File: config.mk
export PLATFORM = sky130hd
export DESIGN_NAME = trial_division_prime_enumerator
export DESIGN_NICKNAME = d
export VERILOG_FILES = /design/src/tdpe_pkg.sv /design/src/tdpe_seq.sv /design/src/trial_division_prime_enumerator.sv
export SDC_FILE = /design/constraint.sdc
export NUM_CORES = 1
export LEC_CHECK = 0
export ABC_AREA = 1
export BUFFER_PORTS_ARGS = -buffer_cell sky130_fd_sc_hd__buf_4
export CAP_MARGIN = 10
export CORE_AREA = 2 2 117 119
export CTS_CLUSTER_DIAMETER = 200
export DETAILED_ROUTE_END_ITERATION = 6
export DIE_AREA = 0 0 119 121
export PLACE_DENSITY_LB_ADDON = 0.08
export SLEW_MARGIN = 20
export SYNTH_ARGS = -nofsm -noshare
export SYNTH_HDL_FRONTEND = slang
export SYNTH_SLANG_ARGS = --single-unit
File: constraint.sdc
create_clock -name clock -period 7.15 [get_ports clock]
set_input_delay 1.43 -clock clock [delete_from_list [all_inputs] [get_ports clock]]
set_output_delay 1.43 -clock clock [all_outputs]
set_load 0.01 [all_outputs]
File: src/tdpe_pkg.sv
// ----------------------------------------------------------------------------
// tdpe_pkg
// Shared widths, control codes and the microcode table of the trial division
// prime enumerator.
// ----------------------------------------------------------------------------
`default_nettype none

package tdpe_pkg;

   localparam int VALUE_WIDTH = 16;
   localparam int CAND_WIDTH  = VALUE_WIDTH + 1;
   localparam int CNT_WIDTH   = $clog2(VALUE_WIDTH);
   localparam int FIELD_WIDTH = 16;
   localparam int DATA_WIDTH  = 32;
   localparam int ADDR_WIDTH  = 3;

   localparam logic [CAND_WIDTH-1:0]  FIRST_PRIME    = CAND_WIDTH'(2);
   localparam logic [VALUE_WIDTH-1:0] FIRST_DIVISOR  = VALUE_WIDTH'(2);
   localparam logic [CAND_WIDTH-1:0]  FIRST_SQUARE   = CAND_WIDTH'(4);
   localparam logic [CNT_WIDTH-1:0]   LAST_BIT_COUNT = CNT_WIDTH'(VALUE_WIDTH - 1);

   // Register indexes on the configuration port.
   typedef enum logic {
      REG_UPPER_LIMIT = 1'b0,
      REG_UNUSED      = 1'b1
   } reg_index_type;

   typedef enum logic [2:0] {
      STEP_WAIT_REQ   = 3'd0,
      STEP_CHK_LIMIT  = 3'd1,
      STEP_CHK_SQUARE = 3'd2,
      STEP_DIVIDE     = 3'd3,
      STEP_CHK_REM    = 3'd4,
      STEP_EMIT_PRIME = 3'd5,
      STEP_EMIT_NONE  = 3'd6
   } step_type;

   typedef enum logic [2:0] {
      COND_REQ_VALID   = 3'd0,
      COND_LIMIT_OVER  = 3'd1,
      COND_SQUARE_OVER = 3'd2,
      COND_DIV_LAST    = 3'd3,
      COND_REM_ZERO    = 3'd4,
      COND_OUT_FREE    = 3'd5
   } cond_type;

   typedef enum logic [3:0] {
      OP_NONE         = 4'd0,
      OP_ACCEPT       = 4'd1,
      OP_INIT_DIVISOR = 4'd2,
      OP_INIT_DIV     = 4'd3,
      OP_DIV_STEP     = 4'd4,
      OP_NEXT_CAND    = 4'd5,
      OP_NEXT_DIVISOR = 4'd6,
      OP_EMIT_PRIME   = 4'd7,
      OP_EMIT_NONE    = 4'd8
   } op_type;

   typedef struct packed {
      cond_type cond;
      op_type   op_true;
      step_type jump_true;
      op_type   op_false;
      step_type jump_false;
   } ctrl_word_type;

   // Condition flags from the datapath to the sequencer.
   typedef struct packed {
      logic req_valid;
      logic limit_over;
      logic square_over;
      logic div_last;
      logic rem_zero;
      logic out_free;
   } flags_type;

   // Control from the sequencer to the datapath.
   typedef struct packed {
      op_type op;
      logic   idle;
   } ctrl_type;

   function automatic ctrl_word_type ucode_rom(input step_type step);
      ctrl_word_type w;
      w = '{COND_REQ_VALID, OP_NONE, STEP_WAIT_REQ, OP_NONE, STEP_WAIT_REQ};
      unique case (step)
         STEP_WAIT_REQ:
            w = '{COND_REQ_VALID, OP_ACCEPT, STEP_CHK_LIMIT, OP_NONE, STEP_WAIT_REQ};
         STEP_CHK_LIMIT:
            w = '{COND_LIMIT_OVER, OP_NONE, STEP_EMIT_NONE,
                  OP_INIT_DIVISOR, STEP_CHK_SQUARE};
         STEP_CHK_SQUARE:
            w = '{COND_SQUARE_OVER, OP_NONE, STEP_EMIT_PRIME,
                  OP_INIT_DIV, STEP_DIVIDE};
         STEP_DIVIDE:
            w = '{COND_DIV_LAST, OP_DIV_STEP, STEP_CHK_REM, OP_DIV_STEP, STEP_DIVIDE};
         STEP_CHK_REM:
            w = '{COND_REM_ZERO, OP_NEXT_CAND, STEP_CHK_LIMIT,
                  OP_NEXT_DIVISOR, STEP_CHK_SQUARE};
         STEP_EMIT_PRIME:
            w = '{COND_OUT_FREE, OP_EMIT_PRIME, STEP_WAIT_REQ,
                  OP_NONE, STEP_EMIT_PRIME};
         STEP_EMIT_NONE:
            w = '{COND_OUT_FREE, OP_EMIT_NONE, STEP_WAIT_REQ, OP_NONE, STEP_EMIT_NONE};
         default:
            w = '{COND_REQ_VALID, OP_NONE, STEP_WAIT_REQ, OP_NONE, STEP_WAIT_REQ};
      endcase
      return w;
   endfunction

endpackage

`default_nettype wire

File: src/tdpe_seq.sv
// ----------------------------------------------------------------------------
// tdpe_seq
// Microcode sequencer: step counter, control table and conditional jumps.
// ----------------------------------------------------------------------------
`default_nettype none

module tdpe_seq (
   input  wire logic                clock,
   input  wire logic                reset,
   input  wire tdpe_pkg::flags_type flags,
   output tdpe_pkg::ctrl_type       ctrl
);

   tdpe_pkg::step_type      step_ff;
   tdpe_pkg::step_type      step_in;
   tdpe_pkg::ctrl_word_type word;
   logic                    cond_met;

   always_ff @(posedge clock) begin
      if (reset) begin
         step_ff <= tdpe_pkg::STEP_WAIT_REQ;
      end else begin
         step_ff <= step_in;
      end
   end

   always_comb begin
      word = tdpe_pkg::ucode_rom(step_ff);
      unique case (word.cond)
         tdpe_pkg::COND_REQ_VALID:   cond_met = flags.req_valid;
         tdpe_pkg::COND_LIMIT_OVER:  cond_met = flags.limit_over;
         tdpe_pkg::COND_SQUARE_OVER: cond_met = flags.square_over;
         tdpe_pkg::COND_DIV_LAST:    cond_met = flags.div_last;
         tdpe_pkg::COND_REM_ZERO:    cond_met = flags.rem_zero;
         tdpe_pkg::COND_OUT_FREE:    cond_met = flags.out_free;
         default:                    cond_met = 1'b0;
      endcase
      step_in   = cond_met ? word.jump_true : word.jump_false;
      ctrl.op   = cond_met ? word.op_true : word.op_false;
      ctrl.idle = (step_ff == tdpe_pkg::STEP_WAIT_REQ);
   end

endmodule

`default_nettype wire

File: src/trial_division_prime_enumerator.sv
// ----------------------------------------------------------------------------
// trial_division_prime_enumerator
// Returns the primes up to a configured limit, one per request word, by trial
// division with a bit-serial remainder unit under microcode control.
// ----------------------------------------------------------------------------
//
// Channel   Direction  Handshake            Payload
// req       in         req_valid/req_stall  req_restart
// rsp       out        rsp_valid/rsp_stall  rsp_prime_value, rsp_found
// csr       in/out     psel/penable/pready  paddr, pwdata, prdata
//
// A request tries candidates in turn and, for each one, divisors up to the
// square root of the candidate; the bit-serial remainder loop works out one
// quotient bit per cycle for each divisor tried.
// One request is in work at a time; req_stall is high until it finishes.
// Reset clears the limit to zero, the next candidate to two and the result
// valid flag; no clearing pass is needed. A stalled result holds in its register.
// ----------------------------------------------------------------------------
`default_nettype none

module trial_division_prime_enumerator (
   input  wire logic                                clock,
   input  wire logic                                reset,
   input  wire logic                                req_valid,
   output logic                                     req_stall,
   input  wire logic                                req_restart,
   output logic                                     rsp_valid,
   input  wire logic                                rsp_stall,
   output logic [tdpe_pkg::FIELD_WIDTH-1:0]         rsp_prime_value,
   output logic                                     rsp_found,
   input  wire logic                                psel,
   input  wire logic                                penable,
   input  wire logic                                pwrite,
   input  wire logic [tdpe_pkg::ADDR_WIDTH-1:0]     paddr,
   input  wire logic [tdpe_pkg::DATA_WIDTH-1:0]     pwdata,
   output logic [tdpe_pkg::DATA_WIDTH-1:0]          prdata,
   output logic                                     pready
);

   localparam int W = tdpe_pkg::VALUE_WIDTH;
   localparam int C = tdpe_pkg::CAND_WIDTH;

   tdpe_pkg::flags_type flags;
   tdpe_pkg::ctrl_type  ctrl;

   logic [W-1:0]                    limit_ff;
   logic [C-1:0]                    cand_ff, cand_in;
   logic [W-1:0]                    divisor_ff, divisor_in;
   logic [C-1:0]                    square_ff, square_in;
   logic [W-1:0]                    rem_ff, rem_in;
   logic [W-1:0]                    quot_ff, quot_in;
   logic [tdpe_pkg::CNT_WIDTH-1:0]  cnt_ff, cnt_in;
   logic                            rsp_valid_ff, rsp_valid_in;
   logic [tdpe_pkg::FIELD_WIDTH-1:0] rsp_value_ff, rsp_value_in;
   logic                            rsp_found_ff, rsp_found_in;
   logic [W:0]                      rem_shift;
   logic                            csr_write;

   tdpe_seq u_seq (
      .clock (clock),
      .reset (reset),
      .flags (flags),
      .ctrl  (ctrl)
   );

   assign pready    = 1'b1;
   assign csr_write = psel && penable && pwrite
                      && (paddr[2] == tdpe_pkg::REG_UPPER_LIMIT);
   assign prdata    = (paddr[2] == tdpe_pkg::REG_UPPER_LIMIT)
                      ? tdpe_pkg::DATA_WIDTH'(limit_ff) : '0;

   always_ff @(posedge clock) begin
      if (reset) begin
         limit_ff <= '0;
      end else if (csr_write) begin
         limit_ff <= W'(pwdata[tdpe_pkg::FIELD_WIDTH-1:0]);
      end
   end

   assign req_stall       = !ctrl.idle;
   assign rsp_valid       = rsp_valid_ff;
   assign rsp_prime_value = rsp_value_ff;
   assign rsp_found       = rsp_found_ff;

   assign rem_shift = {rem_ff, quot_ff[W-1]};

   always_comb begin
      flags.req_valid   = req_valid;
      flags.limit_over  = cand_ff > {1'b0, limit_ff};
      flags.square_over = square_ff > cand_ff;
      flags.div_last    = (cnt_ff == '0);
      flags.rem_zero    = (rem_ff == '0);
      flags.out_free    = !rsp_valid_ff || !rsp_stall;
   end

   always_comb begin
      cand_in      = cand_ff;
      divisor_in   = divisor_ff;
      square_in    = square_ff;
      rem_in       = rem_ff;
      quot_in      = quot_ff;
      cnt_in       = cnt_ff;
      rsp_value_in = rsp_value_ff;
      rsp_found_in = rsp_found_ff;
      rsp_valid_in = rsp_valid_ff && rsp_stall;
      case (ctrl.op)
         tdpe_pkg::OP_ACCEPT: begin
            if (req_restart) begin
               cand_in = tdpe_pkg::FIRST_PRIME;
            end
         end
         tdpe_pkg::OP_INIT_DIVISOR: begin
            divisor_in = tdpe_pkg::FIRST_DIVISOR;
            square_in  = tdpe_pkg::FIRST_SQUARE;
         end
         tdpe_pkg::OP_INIT_DIV: begin
            rem_in  = '0;
            quot_in = cand_ff[W-1:0];
            cnt_in  = tdpe_pkg::LAST_BIT_COUNT;
         end
         tdpe_pkg::OP_DIV_STEP: begin
            // Restoring step: subtract the divisor whenever it fits.
            if (rem_shift >= {1'b0, divisor_ff}) begin
               rem_in = W'(rem_shift - {1'b0, divisor_ff});
            end else begin
               rem_in = rem_shift[W-1:0];
            end
            quot_in = {quot_ff[W-2:0], 1'b0};
            cnt_in  = cnt_ff - 1'b1;
         end
         tdpe_pkg::OP_NEXT_CAND: begin
            cand_in = cand_ff + 1'b1;
         end
         tdpe_pkg::OP_NEXT_DIVISOR: begin
            // (d + 1)^2 = d^2 + 2d + 1
            divisor_in = divisor_ff + 1'b1;
            square_in  = square_ff + {divisor_ff, 1'b0} + 1'b1;
         end
         tdpe_pkg::OP_EMIT_PRIME: begin
            rsp_valid_in = 1'b1;
            rsp_value_in = tdpe_pkg::FIELD_WIDTH'(cand_ff[W-1:0]);
            rsp_found_in = 1'b1;
            cand_in      = cand_ff + 1'b1;
         end
         tdpe_pkg::OP_EMIT_NONE: begin
            rsp_valid_in = 1'b1;
            rsp_value_in = '0;
            rsp_found_in = 1'b0;
         end
         default: begin
         end
      endcase
   end

   always_ff @(posedge clock) begin
      if (reset) begin
         cand_ff      <= tdpe_pkg::FIRST_PRIME;
         rsp_valid_ff <= 1'b0;
      end else begin
         cand_ff      <= cand_in;
         rsp_valid_ff <= rsp_valid_in;
      end
   end

   always_ff @(posedge clock) begin
      divisor_ff   <= divisor_in;
      square_ff    <= square_in;
      rem_ff       <= rem_in;
      quot_ff      <= quot_in;
      cnt_ff       <= cnt_in;
      rsp_value_ff <= rsp_value_in;
      rsp_found_ff <= rsp_found_in;
   end

endmodule

`default_nettype wire
==> out/results.txt, run 1 <==
DPL Wire Length: 13.1 mm
Final Cycle Share: 46.1%
Fmax: 0.304 GHz
CP Capture Type: output pin
Slew of the pin with the lowest slew margin: 0.824 ns
Crit Path Max Fanout: 17
Cells after Synth: 984
Worst IR Drop VDD: 0.255 mV
Worst-path clk slew: 0.06 ns
Status: complete, but fails checks
Post-synth top area cell: edfxtp_1
Synth cell types: 44
Clock tree buffer depth: 2
Clock sink count: 123
Placer Congestion: 0.913
Skew-Pair Late Insertion Delay: 0.43 ns
Post-place setup slack: 3.53 ns
CTS resizes: 0
CP startpoint: paddr[2]
P_leak: 3.89 nW
DRC violations left: 1
GRT Total Usage: 27.2%
Mean Syn Cell Area: 8.18 um^2
Area after DPL: 0.00854 mm^2
Maxcap violations: 0
Antenna viol nets, final: 0
Initial Utilization: 61.5%
Commonest cells in the netlist: 182 x nand2_1, 110 x nor2_1, 109 x inv_1, 93 x a21oi_1, 86 x edfxtp_1
Register-to-register setup slack: 4.09 ns
Largest net degree at the start of global routing: 51
Critical path arrival: 1.86 ns
Dpl cells: 1195
# setup viols final: 0
Final cell count without fillers: 1229
Nature of the critical path startpoint: input pin
Fin. Hold Viols: 0
CP endpoint: prdata[11]
Global-route wire length before repair: 30.8 mm
WL final: 18.6 mm
Nets: 1152
Top-area cell type share of the netlist area: 32.1%
Power Density: 359 mW/mm^2
FF+latch count, synth: 123
Die Area: 0.0144 mm^2
Failing checks: design-rule violations
WL/cell: 15.1 um
Final slew viol count: 0
Number of vias per cell: 5.47
R2R depth: 13
Top-count cell post-synth: nand2_1
Post-Syn Area: 0.00805 mm^2
Worst hold path class: reg2reg
Final-layout fill cell count: 1056
Unrepaired setup endpoints after global routing: no
Post-synth EDFFs: 86
Vert. Die Dim: 121 um
Slack of the critical path: 3.86 ns
Vias: 6727
Synth Flop Type: edfxtp_1
CP Class: in2out
Core ar.: 0.0131 mm^2
Worst EP required: 5.72 ns
Post-CTS Hold Fix Bufs: 0
FF-to-FF End: rem_ff[14]$_SDFFCE_PP0P_
Port bufs: 59
Final core utilization: 69.9%
Top cells by area, synth: edfxtp_1 32%, ha_1 10%, dfxtp_1 9.2%
Rel. slew slack: 45.0%
Setup tns final: 0 ns
Final min period: 3.29 ns
Postcts setup bufs: 0
Die Wd: 119 um
Iteration-0 DRC Markers: 541
CTS tree: yes
Pre-antenna DRT Iters: 7
Clock skew: 0.00671 ns
Initial antenna violation count: 0
Warnings, synthesis: 0
Async S/R FF share, synth: 0%
Vias in the first global route: 6228
Root Buffer Master: clkbuf_16
Layout cells sized above 1: 12.3%
Number of antenna diodes: 0
Area Overhead vs Synth: 13.6%
H-tree depth: 4
Cts bufs inserted: 17
Sequential share of the synthesized area: 41.3%
Remaining global-route overflow: 0
Finished Cell Area: 0.00915 mm^2
Ports: 95
Launch point of the worst reg-to-reg path: cand_ff[8]$_SDFFE_PP0P_
Num rows: 42
sequential cells by signal, indices dropped and copies added (netlist names):
| name | flops |
|---|---|
| limit_ff | 16 |
| rsp_valid | 1 |
| cnt_ff | 4 |
| cand_ff | 17 |
| rem_ff | 16 |
| square_ff | 17 |
| rsp_prime_value | 16 |
| divisor_ff | 16 |
| rsp_found | 1 |
| u_seq.step_ff | 3 |
| quot_ff | 16 |
report_power, final:
part | switching, mW | internal [mW] | total [mW] | leakage [nW]
Combinational | 0.896 | 0.479 | 1.37 | 2.54
Sequential | 0.121 | 0.962 | 1.08 | 1.10
Clock | 0.346 | 0.482 | 0.829 | 0.260
layer usage:
metal | track usage (%) | part of all wire (%)
met4 | 8.85 | 2.5
met3 | 5.83 | 7.1
met2 | 43.0 | 44
met5 | 0 | 0
met1 | 37.5 | 47
layout by cell type (no fill, tap or decap), types with 9 or more instances in the layout:
cell type	netlist	layout
nand2_1	182	182
nand3_1	37	37
nand3b_1	11	11
o21ai_0	69	68
edfxtp_1	86	86
a21oi_1	93	93
clkbuf_16	0	17
inv_1	109	109
nand4_1	16	16
xnor2_1	9	9
ha_1	67	67
xor2_1	26	26
buf_4	20	62
nor3_1	14	14
conb_1	2	17
dfxtp_1	37	37
nor2_1	110	109
logic make-up after synthesis:
kind of cell,synth area share (%)
AO/OA/AOI/OAI,13.4
AND/OR/NAND/NOR,21.7
XOR/XNOR,3.81
adder cells (fa/ha/maj),10.9
other,0.0933
buffers and inverters,8.80
flip-flops,41.3
how the worst min path moves through the flow:
stage / from / slack [ns] / depth (start not counted) / endpoint
after detailed placement: limit_ff[0]$_SDFFE_PP0P_ / 0.48 / 2 / limit_ff[0]$_SDFFE_PP0P_
after CTS: limit_ff[0]$_SDFFE_PP0P_ / 0.48 / 2 / limit_ff[0]$_SDFFE_PP0P_
final: limit_ff[0]$_SDFFE_PP0P_ / 0.48 / 2 / limit_ff[0]$_SDFFE_PP0P_
after global routing: limit_ff[7]$_SDFFE_PP0P_ / 0.52 / 2 / limit_ff[7]$_SDFFE_PP0P_
after global placement: limit_ff[0]$_SDFFE_PP0P_ / 0.47 / 2 / limit_ff[0]$_SDFFE_PP0P_
after floorplan: limit_ff[0]$_SDFFE_PP0P_ / 0.45 / 2 / limit_ff[0]$_SDFFE_PP0P_
critical path: stages:
cell and delay [ns]:
buf_4 0.18, nor2_1 0.13, buf_4 0.13
area by class of cell:
type	count	area [um^2]	share of cell area, %
sequential	123	3320	36.3
clock buffer	17	425	4.65
clock inverter	15	144	1.57
inverter	117	439	4.80
multi-input combinational	717	4090	44.7
tap	176	220	2.41
timing repair buffer	64	504	5.51
per-stage QoR:
step	hold slack (ns)	power (mW)
after CTS	0.485	3.26
after floorplan	0.449	2.13
final	0.482	3.29
after detailed placement	0.475	2.42
after global routing	0.520	3.53
after global placement	0.468	2.40
Power figures use the tool's default switching activity.
==> run 2: changes to the inputs <==
- CORE_AREA: 2 2 117 119 -> 2 2 126 128
- DIE_AREA: 0 0 119 121 -> 0 0 128 130
- clock period: 7.15 -> 2.9 ns (I/O delays scaled with it)
==> run 2 against run 1 <==
  * The run now ends clean
  * Non-clock buffer count rose by 13
  * Worst setup slack got worse by 3.5 ns
  * Design area rose by 1.5%
  * Combinational power rose to 2.5 times the previous value
  * Largest cell class unchanged
==> out/results.txt, run 2 (synthesis gave the netlist of run 1 again) <==
GRT Total Usage: 23.5% (was 27.2%)
Final Cycle Share: 89.0%
Placer Congestion: 0.850 (was 0.913)
Initial Utilization: 52.2% (was 61.5%)
Clock skew: 0.00724 ns (was 0.00671 ns)
Clock sink count: 123 (unchanged)
Port bufs: 59 (unchanged)
Area after DPL: 0.00871 mm^2 (was 0.00854 mm^2)
Post-place setup slack: 0.304 ns (was 3.53 ns)
Worst IR Drop VDD: 0.558 mV (was 0.255 mV)
H-tree depth: 4 (unchanged)
DPL Wire Length: 14.0 mm (was 13.1 mm)
Slew of the pin with the lowest slew margin: 0.795 ns (was 0.824 ns)
Crit Path Max Fanout: 8 (was 17)
Antenna viol nets, final: 0 (unchanged)
Final slew viol count: 0 (unchanged)
CTS tree: yes (unchanged)
Vert. Die Dim: 130 um (was 121 um)
Status: complete, no violations (was complete, but fails checks)
Fmax: 0.387 GHz
Root Buffer Master: clkbuf_16 (unchanged)
# setup viols final: 0 (unchanged)
Slack of the critical path: 0.319 ns (was 3.86 ns)
Nature of the critical path startpoint: flip-flop (was input pin)
Rel. slew slack: 46.9% (was 45.0%)
WL/cell: 15.0 um (was 15.1 um)
Largest net degree at the start of global routing: 50 (was 51)
Global-route wire length before repair: 30.4 mm (was 30.8 mm)
CP Capture Type: flip-flop (was output pin)
Final min period: 2.58 ns
Unrepaired setup endpoints after global routing: no (unchanged)
Num rows: 46 (was 42)
Core ar.: 0.0154 mm^2 (was 0.0131 mm^2)
DRC violations left: 0 (was 1)
Fin. Hold Viols: 0 (unchanged)
Post-CTS Hold Fix Bufs: 0 (unchanged)
Critical path arrival: 2.71 ns (was 1.86 ns)
Die Wd: 128 um (was 119 um)
Die Area: 0.0166 mm^2 (was 0.0144 mm^2)
Ports: 95 (unchanged)
Area Overhead vs Synth: 15.3% (was 13.6%)
Biggest regs: cand_ff (17), square_ff (17) (unchanged)
Commonest cells after routing, fill and taps aside: 182 x nand2_1, 109 x inv_1, 109 x nor2_1 (unchanged)
Most common cell after layout, fill and taps aside: nand2_1 (unchanged)
Vias in the first global route: 6040 (was 6228)
Nets: 1165 (was 1152)
Iteration-0 DRC Markers: 488 (was 541)
Skew-Pair Late Insertion Delay: 0.42 ns (was 0.43 ns)
Pre-antenna DRT Iters: 4 (was 7)
Postcts setup bufs: 0 (unchanged)
Layout cells sized above 1: 13.1% (was 12.3%)
P_leak: 3.97 nW (was 3.89 nW)
Clock tree buffer depth: 2 (unchanged)
Remaining global-route overflow: 0 (unchanged)
WL final: 18.9 mm (was 18.6 mm)
CTS resizes: 0 (unchanged)
Final-layout fill cell count: 1411 (was 1056)
Worst-path clk slew: 0.06 ns (about the same)
Power Density: 881 mW/mm^2 (was 359 mW/mm^2)
Vias: 6606 (was 6727)
Maxcap violations: 0 (unchanged)
Finished Cell Area: 0.00929 mm^2 (was 0.00915 mm^2)
CP Class: reg2reg (was in2out)
Initial antenna violation count: 0 (unchanged)
Cts bufs inserted: 17 (unchanged)
Worst EP required: 3.03 ns (was 5.72 ns)
Setup tns final: 0 ns (unchanged)
Number of vias per cell: 5.26 (was 5.47)
Worst hold path class: in2reg (was reg2reg)
Number of antenna diodes: 0 (unchanged)
run 2: changes by cell type in the layout (fill, tap and decap cells not counted), moves of 2 or more:
cell        previous run  this run
buf_4                 62        74
buf_12                 0         3
clkinv_4               3         1
clkinvlp_4             6         4
run 2: path summary, 6_finish.rpt:
| path | startpoint | endpoint | slack, ns | cells past startpoint |
|---|---|---|---|---|
| max reg2reg | cand_ff[6]$_SDFFE_PP0P_ | quot_ff[13]$_DFFE_PP_ | 0.32 | 13 |
| max | cand_ff[6]$_SDFFE_PP0P_ | quot_ff[13]$_DFFE_PP_ | 0.32 | 13 |
| min | pwdata[11] | limit_ff[11]$_SDFFE_PP0P_ | 0.44 | 3 |
| min reg2reg | limit_ff[9]$_SDFFE_PP0P_ | limit_ff[9]$_SDFFE_PP0P_ | 0.49 | 2 |
run 2: per-stage QoR:
step	instances	utilization, %	hold WS [ns]	power, mW
3_3_place_gp	1226	56.5	0.483	6.06
2_1_floorplan	999	-	0.449	5.26
5_1_grt	1257	60.2	0.445	8.79
6_report	1257	60.2	0.442	8.18
3_5_place_dp	1226	56.5	0.484	6.10
4_1_cts	1257	60.2	0.425	8.21
run 2: critical path, cell delays in order (launching register included):
cell     delay, ns
dfxtp_1       0.41
inv_1         0.18
ha_1          0.34
nand2_1       0.05
nor2_1        0.16
nand3_1       0.11
nor2_1        0.14
nor2_1        0.05
nand2_1       0.08
nand2_1       0.06
nand2_2       0.09
nand2_4       0.08
o21ai_4       0.31
buf_4         0.24
run 2: final cells by class:
type	count	area [um^2]	area share, %
multi-input cells	717	4100	44.1
clock buffers	18	429	4.62
well taps	192	240	2.59
clock inverters	13	143	1.54
flip-flops and latches	123	3320	35.8
repair buffers	77	616	6.63
inverters	117	439	4.73
run 2: power breakdown:
part	switching [mW]	internal, mW
logic	2.21	1.23
clock network	0.813	1.26
registers	0.295	2.37
total	3.31	4.87
run 2: layer usage:
| layer | wire length, um | up-vias | global-route usage [%] |
|---|---|---|---|
| li1 | - | 3441 | - |
| met1 | 8830 | 3015 | 30.9 |
| met2 | 9010 | 132 | 39.7 |
| met3 | 808 | 18 | 4.84 |
| met4 | 263 | 0 | 6.66 |
| met5 | 0 | - | 0 |
==> run 3: changes to the inputs <==
- CORE_AREA: 2 2 126 128 -> 2 2 175 91
- CTS_BUF_LIST: unset -> sky130_fd_sc_hd__clkbuf_8
- DIE_AREA: 0 0 128 130 -> 0 0 177 93
==> run 3 against run 2 <==
  * Utilization rose by 1.3 points
  * Final cell count grew 1.7%
  * Critical path depth stayed put
  * Register-to-register slack lost 0.09 ns
  * Non-clock buffer count grew 8
  * Die area is 1.1% lower
  * Total power shrank 2.2%
  * Clock skew increased by 0.011 ns
  * Combinational power is 8.1% higher
  * Critical path type unchanged
  * Critical endpoint is now rem_ff[3]$_SDFFCE_PP0P_
==> out/results.txt, run 3 (synthesis gave the netlist of run 1 again) <==
Status: complete, no violations (unchanged)
Num rows: 32 (was 46)
GRT Total Usage: 26.6% (was 23.5%)
Delay-heaviest family, CP: simple AND/OR/NAND/NOR gates (unchanged)
Core ar.: 0.0150 mm^2 (was 0.0154 mm^2)
Number of antenna diodes: 0 (unchanged)
Worst hold path class: in2reg (unchanged)
Setup tns final: 0 ns (unchanged)
Power Density: 866 mW/mm^2 (was 881 mW/mm^2)
# setup viols final: 0 (unchanged)
Rel. slew slack: 41.0% (was 46.9%)
Critical path arrival: 2.82 ns (was 2.71 ns)
Postcts setup bufs: 0 (unchanged)
H-tree depth: 4 (unchanged)
Tot Pwr: 8.00 mW (was 8.18 mW)
Crit path top cell by count: nand2_1
Global-route wire length before repair: 33.9 mm (was 30.4 mm)
Layout cells sized above 1: 14.1% (was 13.1%)
Final Cycle Share: 92.2% (was 89.0%)
Met2 WL: 6.81 mm (was 9.01 mm)
CP bufs+invs: 2 (unchanged)
Nets: 1173 (was 1165)
Post-CTS Hold Fix Bufs: 0 (unchanged)
Pre-antenna DRT Iters: 7 (was 4)
Wl on met1: 11.5 mm (was 8.83 mm)
Iteration-0 DRC Markers: 725 (was 488)
Final core utilization: 61.5% (was 60.2%)
Root Buffer Master: clkbuf_8 (was clkbuf_16)
Biggest regs: cand_ff (17), square_ff (17) (unchanged)
Clock tree buffer depth: 2 (unchanged)
Vias in the first global route: 6273 (was 6040)
Area Overhead vs Synth: 14.7% (was 15.3%)
Slack of the critical path: 0.227 ns (was 0.319 ns)
Fin Hold WS: 0.417 ns (was 0.442 ns)
Ports: 95 (unchanged)
Area after DPL: 0.00881 mm^2 (was 0.00871 mm^2)
CP Capture Type: flip-flop (unchanged)
Fin. Hold Viols: 0 (unchanged)
P_leak: 3.96 nW (was 3.97 nW)
Largest net degree at the start of global routing: 50 (unchanged)
Crit Path Max Fanout: 17 (was 8)
Final cell count without fillers: 1278 (was 1257)
Worst IR Drop VDD: 0.763 mV (was 0.558 mV)
Worst EP required: 3.05 ns (was 3.03 ns)
Number of vias per cell: 5.34 (was 5.26)
WL/cell: 16.1 um (was 15.0 um)
Slew of the pin with the lowest slew margin: 0.885 ns (was 0.795 ns)
Final min period: 2.67 ns (was 2.58 ns)
Most common cell after layout, fill and taps aside: nand2_1 (unchanged)
Clock skew: 0.0178 ns (was 0.00724 ns)
Maxcap violations: 0 (unchanged)
Worst-path clk slew: 0.08 ns (was 0.06 ns)
Slowest CP cell: dfxtp_1 (unchanged)
Unrepaired setup endpoints after global routing: no (unchanged)
Skew-Pair Late Insertion Delay: 0.44 ns (was 0.42 ns)
Cts bufs inserted: 17 (unchanged)
Commonest cells after routing, fill and taps aside: 182 x nand2_1, 109 x inv_1, 109 x nor2_1 (unchanged)
Initial Utilization: 53.6% (was 52.2%)
Initial antenna violation count: 0 (unchanged)
Placer Congestion: 0.934 (was 0.850)
Antenna viol nets, final: 0 (unchanged)
WL final: 20.6 mm (was 18.9 mm)
DR top layer: met4 (unchanged)
Die Area: 0.0165 mm^2 (was 0.0166 mm^2)
CP startpoint: cand_ff[16]$_SDFFE_PP0P_ (was cand_ff[6]$_SDFFE_PP0P_)
CTS tree: yes (unchanged)
Final slew viol count: 0 (unchanged)
CP Class: reg2reg (unchanged)
Finished Cell Area: 0.00923 mm^2 (was 0.00929 mm^2)
Clock sink count: 123 (unchanged)
Crit-path cells: inv_2, ha_1, nand2_1, nor2_2, nand4_1, nor2_1, nor2_1, nand2_1, nand2_1, nand2_2, nand2_4, o21ai_4, buf_12 (was inv_1, ha_1, nand2_1, nor2_1, nand3_1, nor2_1, nor2_1, nand2_1, nand2_1, nand2_2, nand2_4, o21ai_4, buf_4)
Fmax: 0.374 GHz (was 0.387 GHz)
DPL Wire Length: 15.6 mm (was 14.0 mm)
Crit path largest cell delay: 0.40 ns (was 0.41 ns)
Vias: 6823 (was 6606)
Dpl cells: 1246 (was 1226)
Post-place setup slack: 0.284 ns (was 0.304 ns)
Launch point of the worst reg-to-reg path: cand_ff[16]$_SDFFE_PP0P_ (was cand_ff[6]$_SDFFE_PP0P_)
Vert. Die Dim: 93 um (was 130 um)
Die Wd: 177 um (was 128 um)
DRC violations left: 0 (unchanged)
CTS resizes: 0 (unchanged)
Nature of the critical path startpoint: flip-flop (unchanged)
Remaining global-route overflow: 0 (unchanged)
Port bufs: 59 (unchanged)
Worst Hold Launch: pwdata[13] (was pwdata[11])
Routed met3 length: 2.09 mm (was 808 um)
[run 3: cell count changes in the layout (fill, tap and decap cells not counted), moves of 2 or more]
cell / delta
clkinv_4: +3
buf_12: +2
buf_4: +6
clkinvlp_4: -3
clkbuf_16: -17
clkbuf_8: +17
[run 3: worst paths after layout]
path                            cells after the start  slack [ns]                   endpoint
worst max register to register                     13        0.23    rem_ff[3]$_SDFFCE_PP0P_
worst min-delay path                                3        0.42  limit_ff[13]$_SDFFE_PP0P_
worst min register to register                      2        0.49   limit_ff[0]$_SDFFE_PP0P_
worst max-delay path                               13        0.23    rem_ff[3]$_SDFFCE_PP0P_
[run 3: worst reg2reg max path, delay by kind of cell (launching register included)]
kind	cells	cell delay [ns]
DFF	1	0.40
buffers and inverters	2	0.28
adders and majority gates	1	0.30
and+or+nand+nor	9	1.13
AOI/OAI and AO/OA	1	0.24
[run 3: where the power goes]
group          switching, mW  total (mW)  internal, mW
Combinational           2.46        3.72          1.26
Sequential             0.258        2.62          2.36
Clock                  0.795        1.66         0.866
Total                   3.51        8.00          4.49
[run 3: metal layers]
metal  track usage (%)  up-vias
met5                 0        -
met4              6.06        0
met3              5.57       14
met2              30.4      298
met1              46.7     3070
li1                  -     3441
[run 3: area by class of cell]
class,count,area [um^2]
clock inverter,15,186
timing repair buffer,85,701
fill,1377,5780
sequential,123,3320
tap,204,255
inverter,117,439
multi-input combinational,717,4100
clock buffer,17,234
